--- src/hw/rtl/oid_pkg.sv ---
package oid_pkg;

  localparam int COL_W  = 11;
  localparam int ROW_W  = 13;
  localparam int HGT_W  = 12;
  localparam int AGE_W  = 4;
  localparam int CFG_IW = 2;
  localparam int CFG_DW = 12;

  localparam logic [AGE_W-1:0] AGE_SAT   = 4'd15;
  localparam logic [7:0]       MASK_FREE = 8'd255;
  localparam logic [7:0]       MASK_OCC  = 8'd0;

  localparam logic [COL_W-1:0] WIDTH_RST  = 11'd1024;
  localparam logic [HGT_W-1:0] HEIGHT_RST = 12'd1024;

  typedef enum logic [CFG_IW-1:0] {
    CFG_IMAGE_WIDTH  = 2'd0,
    CFG_IMAGE_HEIGHT = 2'd1
  } cfg_reg_t;

  typedef struct packed {
    logic [7:0] red;
    logic [7:0] green;
    logic [7:0] blue;
  } in_item_t;

  typedef struct packed {
    logic [7:0] mask_value;
    logic       last_pixel;
  } out_item_t;

  function automatic logic [AGE_W-1:0] sat_inc(input logic [AGE_W-1:0] v);
    return (v == AGE_SAT) ? AGE_SAT : v + AGE_W'(1);
  endfunction

endpackage

--- src/hw/rtl/oid_age_ram.sv ---
module oid_age_ram
  import oid_pkg::*;
#(
  parameter int DEPTH = 1024,
  parameter int AW    = 10
) (
  input  logic             clk,
  input  logic             we,
  input  logic [AW-1:0]    waddr,
  input  logic [AGE_W-1:0] wdata,
  input  logic             re,
  input  logic [AW-1:0]    raddr,
  output logic [AGE_W-1:0] rdata
);

  logic [AGE_W-1:0] mem [DEPTH];
  logic [AGE_W-1:0] rdata_r;

  always_ff @(posedge clk) begin
    if (we) begin
      mem[waddr] <= wdata;
    end
    if (re) begin
      rdata_r <= mem[raddr];
    end
  end

  assign rdata = rdata_r;

endmodule

--- src/hw/rtl/obstacle_inflation_dilation.sv ---
// Channel  | Direction | Handshake            | Beat
// ---------+-----------+----------------------+-----------------------------------
// in_      | in        | in_valid / in_ready  | one pixel: red, green, blue
// out_     | out       | out_valid / out_ready| mask_value, last_pixel
// cfg_     | in        | cfg_valid / cfg_ready| register index and write data
//
// One pixel beat per cycle unless stalled; a result passes the work stage, then
// the result register. The age store is read at accept and, for image columns,
// written when the pixel leaves the work stage. After reset a clearing pass fills
// the age store; in_ready stays low during it, config writes are taken throughout.
// Stalls on out_ready back up through the single work stage to in_ready.
module obstacle_inflation_dilation
  import oid_pkg::*;
#(
  parameter int RADIUS    = 6,
  parameter int MAX_WIDTH = 1024
) (
  input  logic              clk,
  input  logic              rst_n,
  input  logic              in_valid,
  output logic              in_ready,
  input  in_item_t          in_data,
  output logic              out_valid,
  input  logic              out_ready,
  output out_item_t         out_data,
  input  logic              cfg_valid,
  output logic              cfg_ready,
  input  logic [CFG_IW-1:0] cfg_index,
  input  logic [CFG_DW-1:0] cfg_data
);

  localparam int AW = $clog2(MAX_WIDTH);
  localparam logic [COL_W:0]     MaxW    = (COL_W+1)'(MAX_WIDTH);
  localparam logic [COL_W:0]     RadW    = (COL_W+1)'(RADIUS);
  localparam logic [ROW_W-1:0]   RadR    = ROW_W'(RADIUS);
  localparam logic [COL_W-1:0]   RadC    = COL_W'(RADIUS);
  localparam logic [AGE_W-1:0]   HitMax  = AGE_W'(2 * RADIUS);
  localparam logic [AW-1:0]      ClrLast = AW'(MAX_WIDTH - 1);

  logic [COL_W-1:0] width_r;
  logic [HGT_W-1:0] height_r;
  logic [ROW_W-1:0] row_r, row_nxt;
  logic [COL_W-1:0] col_r, col_nxt;
  logic [AGE_W-1:0] csh_r, csh_nxt;

  logic             clr_active_r;
  logic [AW-1:0]    clr_cnt_r;

  logic             s1_valid_r;
  logic             s1_obst_r;
  logic             s1_row0_r;
  logic             s1_we_r;
  logic [AW-1:0]    s1_addr_r;
  logic             s1_col0_r;
  logic             s1_res_r;
  logic             s1_last_r;

  logic             out_valid_r;
  out_item_t        out_data_r;

  logic             accept, s1_move;
  logic [COL_W:0]   w0, eff_w, wext, c_inc;
  logic [HGT_W-1:0] eff_h;
  logic [ROW_W-1:0] hext;
  logic [ROW_W:0]   r_inc;
  logic             end_row, end_frame, in_col, in_image, obstacle;

  logic [AGE_W-1:0] rd_age, old_age, age;
  logic             col_hit;
  logic [AGE_W-1:0] prev_csh;

  logic             ram_we;
  logic [AW-1:0]    ram_waddr;
  logic [AGE_W-1:0] ram_wdata;

  // Configuration
  assign cfg_ready = 1'b1;

  always_ff @(posedge clk) begin
    if (!rst_n) begin
      width_r  <= WIDTH_RST;
      height_r <= HEIGHT_RST;
    end else if (cfg_valid) begin
      unique case (cfg_index)
        CFG_IMAGE_WIDTH:  width_r  <= cfg_data[COL_W-1:0];
        CFG_IMAGE_HEIGHT: height_r <= cfg_data[HGT_W-1:0];
        default: ;
      endcase
    end
  end

  // Accept side: position bookkeeping
  always_comb begin
    w0    = (width_r == '0) ? (COL_W+1)'(1) : {1'b0, width_r};
    eff_w = (w0 > MaxW) ? MaxW : w0;
    eff_h = (height_r == '0) ? HGT_W'(1) : height_r;
    wext  = eff_w + RadW;
    hext  = {1'b0, eff_h} + RadR;
    c_inc = {1'b0, col_r} + (COL_W+1)'(1);
    r_inc = {1'b0, row_r} + (ROW_W+1)'(1);
    end_row   = c_inc >= wext;
    end_frame = end_row && (r_inc >= {1'b0, hext});
    in_col    = {1'b0, col_r} < eff_w;
    in_image  = row_r < {1'b0, eff_h};
    obstacle  = in_image && ((in_data.red == 8'd0) || (in_data.green == 8'd0) ||
                             (in_data.blue == 8'd0));
    if (end_row) begin
      col_nxt = '0;
      row_nxt = end_frame ? '0 : r_inc[ROW_W-1:0];
    end else begin
      col_nxt = c_inc[COL_W-1:0];
      row_nxt = row_r;
    end
  end

  assign s1_move  = s1_valid_r && (!out_valid_r || out_ready);
  assign in_ready = !clr_active_r && (!s1_valid_r || s1_move);
  assign accept   = in_valid && in_ready;

  always_ff @(posedge clk) begin
    if (!rst_n) begin
      row_r        <= '0;
      col_r        <= '0;
      clr_active_r <= 1'b1;
      clr_cnt_r    <= '0;
    end else begin
      if (accept) begin
        row_r <= row_nxt;
        col_r <= col_nxt;
      end
      if (clr_active_r) begin
        clr_cnt_r <= clr_cnt_r + AW'(1);
        if (clr_cnt_r == ClrLast) begin
          clr_active_r <= 1'b0;
        end
      end
    end
  end

  // Work stage
  always_ff @(posedge clk) begin
    if (!rst_n) begin
      s1_valid_r <= 1'b0;
    end else if (accept) begin
      s1_valid_r <= 1'b1;
    end else if (s1_move) begin
      s1_valid_r <= 1'b0;
    end
  end

  always_ff @(posedge clk) begin
    if (accept) begin
      s1_obst_r <= obstacle;
      s1_row0_r <= (row_r == '0);
      s1_we_r   <= in_col;
      s1_addr_r <= col_r[AW-1:0];
      s1_col0_r <= (col_r == '0);
      s1_res_r  <= (row_r >= RadR) && (col_r >= RadC);
      s1_last_r <= end_frame;
    end
  end

  oid_age_ram #(
    .DEPTH (MAX_WIDTH),
    .AW    (AW)
  ) u_age_ram (
    .clk   (clk),
    .we    (ram_we),
    .waddr (ram_waddr),
    .wdata (ram_wdata),
    .re    (accept),
    .raddr (col_r[AW-1:0]),
    .rdata (rd_age)
  );

  always_comb begin
    old_age  = s1_row0_r ? AGE_SAT : rd_age;
    age      = s1_obst_r ? '0 : sat_inc(old_age);
    col_hit  = s1_we_r && (age <= HitMax);
    prev_csh = s1_col0_r ? AGE_SAT : csh_r;
    csh_nxt  = col_hit ? '0 : sat_inc(prev_csh);
  end

  // clearing pass owns the write port until it ends
  assign ram_we    = clr_active_r || (s1_move && s1_we_r);
  assign ram_waddr = clr_active_r ? clr_cnt_r : s1_addr_r;
  assign ram_wdata = clr_active_r ? AGE_SAT : age;

  always_ff @(posedge clk) begin
    if (!rst_n) begin
      csh_r <= AGE_SAT;
    end else if (s1_move) begin
      csh_r <= csh_nxt;
    end
  end

  // Result register
  always_ff @(posedge clk) begin
    if (!rst_n) begin
      out_valid_r <= 1'b0;
    end else if (s1_move) begin
      out_valid_r <= s1_res_r;
    end else if (out_ready) begin
      out_valid_r <= 1'b0;
    end
  end

  always_ff @(posedge clk) begin
    if (s1_move) begin
      out_data_r.mask_value <= (csh_nxt <= HitMax) ? MASK_OCC : MASK_FREE;
      out_data_r.last_pixel <= s1_last_r;
    end
  end

  assign out_valid = out_valid_r;
  assign out_data  = out_data_r;

endmodule

--- config.mk ---
export PLATFORM = sky130hd
export DESIGN_NAME = obstacle_inflation_dilation
export DESIGN_NICKNAME = d
export VERILOG_FILES = /design/src/hw/rtl/oid_pkg.sv /design/src/hw/rtl/oid_age_ram.sv /design/src/hw/rtl/obstacle_inflation_dilation.sv
export SDC_FILE = /design/constraint.sdc
export NUM_CORES = 2
export LEC_CHECK = 0
export BUFFER_PORTS_ARGS = -buffer_cell sky130_fd_sc_hd__clkbuf_2
export CAP_MARGIN = 20
export CELL_PAD_IN_SITES_DETAIL_PLACEMENT = 1
export CELL_PAD_IN_SITES_GLOBAL_PLACEMENT = 1
export CORE_AREA = 2 2 555 612
export CTS_CLUSTER_SIZE = 20
export DETAILED_ROUTE_END_ITERATION = 6
export DIE_AREA = 0 0 557 614
export GPL_ROUTABILITY_DRIVEN = 0
export PLACE_DENSITY_LB_ADDON = 0.1
export SYNTH_ARGS = -nofsm -noshare
export SYNTH_HDL_FRONTEND = slang
export SYNTH_SLANG_ARGS = --single-unit
export TNS_END_PERCENT = 50
--- constraint.sdc ---
create_clock -name clk -period 33.4 [get_ports clk]
set_input_delay 3.34 -clock clk [delete_from_list [all_inputs] [get_ports clk]]
set_output_delay 3.34 -clock clk [all_outputs]
set_load 0.01 [all_outputs]
==> flow_metrics.env <==
export IMPL_cts_htree_levels=5
export IMPL_fin_ws_ns=25.64
export IMPL_netlist_top_cells_area="edfxtp_1 74%, mux4_2 13%, nor2_1 2.7%"
export IMPL_synth_main_ff_cell="edfxtp_1"
export IMPL_async_flop_share_pct=0
export IMPL_crit_path_cell_trace="buf_4 > buf_4 > buf_12 > buf_4 > buf_4 > buf_4 > mux4_2 > mux4_2 > o32ai_1 > a211oi_1 > o21ai_0 > o211ai_1"
export IMPL_synth_seq_area_share_pct=74.8
export IMPL_ys_ff_latch=4182
export IMPL_core_area_um2=337000
export IMPL_drive_above_1_share_pct=21.5
export IMPL_dp_hpwl_mm=311
export IMPL_vias_per_cell=6.51
export IMPL_post_cts_buffers=0
export IMPL_setup_viol=0
export IMPL_synth_top_area_share_pct=74.0
export IMPL_final_common_cell="edfxtp_1"
export IMPL_mostFrequentLayoutCells="4,118 x edfxtp_1, 1,173 x nor2_1, 947 x mux4_2"
export IMPL_cp_slowest_cell="o21ai_0"
export IMPL_finalClockSkew_ns=0.0337
export IMPL_syn_avg_cell_area_um2=19.0
export IMPL_antenna_found_initial=46
export IMPL_startpoint_type="register"
export IMPL_crit_required_ns=34.07
export IMPL_min_period_over_period_pct=23.2
export IMPL_combPwrFrac_pct=0.5
export IMPL_io_buffers=53
export IMPL_die_w_um=557
export IMPL_cts_num_sinks=4182
export IMPL_netlist_area_um2=167000
export IMPL_vdd_ir_drop_max_v=0.0000474
export IMPL_p_int_mw=8.37
export IMPL_p_per_area_nw_per_um2=56.2
export IMPL_drt_initial_drc_count=12000
export IMPL_area_growth_pct=11.6
export IMPL_rr_worst_depth=12
export IMPL_gr_total_overflow=0
export IMPL_vias=89900
export IMPL_yosysTopAreaCell="edfxtp_1"
export IMPL_slew_headroom_pct=-8.18
export IMPL_num_io_pins=55
export IMPL_critPathMaxFanout=67
export IMPL_status="complete, but fails checks"
export IMPL_wirelength_mm=529
export IMPL_hold_path_class="reg2reg"
export IMPL_cts_buffers=423
export IMPL_clk_latency_ns=0.97
export IMPL_critPathCaptureType="register"
export IMPL_power_leakage_nw=39.9
export IMPL_hold_violations=0
export IMPL_critical_path_arrival_ns=8.44
export IMPL_post_cts_resized=0
export IMPL_synth_edf_count=4118
export IMPL_grt_setup_unrepaired="false"
export IMPL_path_class="reg2reg"
export IMPL_hold_buffers=0
export IMPL_max_freq_mhz=129
export IMPL_initial_core_util_pct=49.6
export IMPL_wl_per_cell_um=38.3
export IMPL_ys_warn_count=0
export IMPL_power_switching_mw=2.10
export IMPL_drtAntennaViolNets=0
export IMPL_grt_pass1_vias=92400
export IMPL_crit_path_max_incr_delay_ns=0.86
export IMPL_fp_row_count=224
export IMPL_pre_cts_ws_ns=25.50
export IMPL_nets=9026
export IMPL_clkPwrFrac_pct=45.3
export IMPL_tightest_slew_ns=1.62
export IMPL_drtPass1Iterations=5
export IMPL_die_area_um2=342000
export IMPL_die_h_um=614
export IMPL_postLayoutCoreUtil_pct=55.4
export IMPL_violations="slew limit"
export IMPL_syn_inst=8808
export IMPL_power_switching_share_pct=20.1
export IMPL_hold_depth=0
export IMPL_pwr_share_seq_pct=54.2
export IMPL_cts_tree="built"
export IMPL_route_detailed_drc=0
export IMPL_grt_pass1_wl_mm=741
export IMPL_maxSlewViolCount=94
export IMPL_clk_pin_slew_ns=0.07
export IMPL_clk_path_buf_depth=4
export IMPL_cts_root_buf="clkbuf_16"
export IMPL_maxCapViolations=0
export IMPL_ys_types=85
export IMPL_period_needed_ns=7.76
export IMPL_grt_use_total_pct=31.0
export IMPL_grt_start_max_net_pins=235
export IMPL_worst_path_most_repeated_cell="buf_4"
export IMPL_tns_ns=0
[worst paths after layout]
check / startpoint / end / slack [ns]
setup / recovery: col_r[0] / u_age_ram.rdata[3] / 25.64
hold / removal: s1_last_r / out_data[0] / 0.44
setup reg to reg: col_r[0] / u_age_ram.rdata[3] / 25.64
hold reg to reg: s1_last_r / out_data[0] / 0.44
[synth_stat cells (all sizes together), types with 8 or more instances]
cell and instances:
buf 282, a22oi 95, nor2 1181, nand4 16, nand3 62, or2 16, and2 16, a221oi 55
or3 20, o22ai 95, o211ai 20, and3 12, nor2b 22, clkbuf 336, nand2b 18, mux2 27
xor2 16, o311ai 9, dfxtp 64, a21o 8, a2111oi 19, a22o 10, mux4 947, nor3 58
o21ai 112, mux2i 345, o221ai 41, nand2 301, a31oi 22, edfxtp 4118, xnor2 28, a211oi 54
a21oi 147, nor4 30, ha 59, inv 37, o21a 15
[cells by family after synthesis]
| kind of cell | Yosys count | synth area share, % |
|---|---|---|
| flops | 4182 | 74.8 |
| simple gates | 1766 | 4.33 |
| mux | 1319 | 15.0 |
| compound gates | 776 | 3.19 |
| buf+inv | 661 | 2.01 |
| fa+ha+maj | 59 | 0.442 |
| xor+xnor | 44 | 0.231 |
| other cells | 1 | 0.00224 |
[sequential cells by signal, indices dropped and copies added, names as in the netlist]
| name | flops |
|---|---|
| height_r | 12 |
| s1_we_r | 1 |
| u_age_ram.mem | 4096 |
| clr_active_r | 1 |
| u_age_ram.rdata | 4 |
| row_r | 13 |
| width_r | 11 |
| s1_addr_r | 10 |
| s1_res_r | 1 |
| s1_col0_r | 1 |
| s1_obst_r | 1 |
| out_data | 2 |
| clr_cnt_r | 10 |
| s1_row0_r | 1 |
| s1_valid_r | 1 |
| out_valid | 1 |
| csh_r | 4 |
| s1_last_r | 1 |
| col_r | 11 |
[power groups by stage]
stage | Clock, mW | Combinational [mW] | Sequential [mW]
after CTS | 4.80 | 0.0479 | 5.68
after floorplan | 0 | 0.0171 | 5.79
after detailed placement | 0 | 0.0478 | 5.79
after global placement | 0 | 0.0470 | 5.79
final | 4.74 | 0.0495 | 5.68
after global routing | 4.98 | 0.0499 | 5.67
[worst max-delay path, delay by kind of cell, from the launching register on]
kind | cells | cell delay [ns]
buf+inv | 6 | 3.90
compound gates | 4 | 1.65
mux | 2 | 1.05
flops | 1 | 0.61
[layout make-up]
type	instances	area [um2]
well taps	4520	5660
clock buffers	500	11000
diodes	19	47.5
multi-input cells	3966	39200
fillers	29200	150000
flip-flops and latches	4182	125000
repair buffers	308	2540
clock inverters	285	2740
inverters	43	174
[layer usage]
metal  share of wire, %  GRT usage, %  routed length [um]
met1                 39          42.7              204000
met2                 48          49.6              254000
met3                9.2          5.77               48600
met4                4.2          11.7               22200
met5              0.018             0                  97
[through the flow]
stage / total power, mW / cell area (um2) / std cells / hold WS (ns)
after floorplan: 5.80 / 167000 / 8809 / 0.400
after global placement: 5.83 / 172000 / 13000 / 0.417
after detailed placement: 5.84 / 172000 / 13000 / 0.428
after CTS: 10.5 / 186000 / 13800 / 0.442
after global routing: 10.7 / 186000 / 13800 / 0.443
final: 10.5 / 186000 / 13800 / 0.441
No activity file was read; power rests on OpenSTA's default activity.
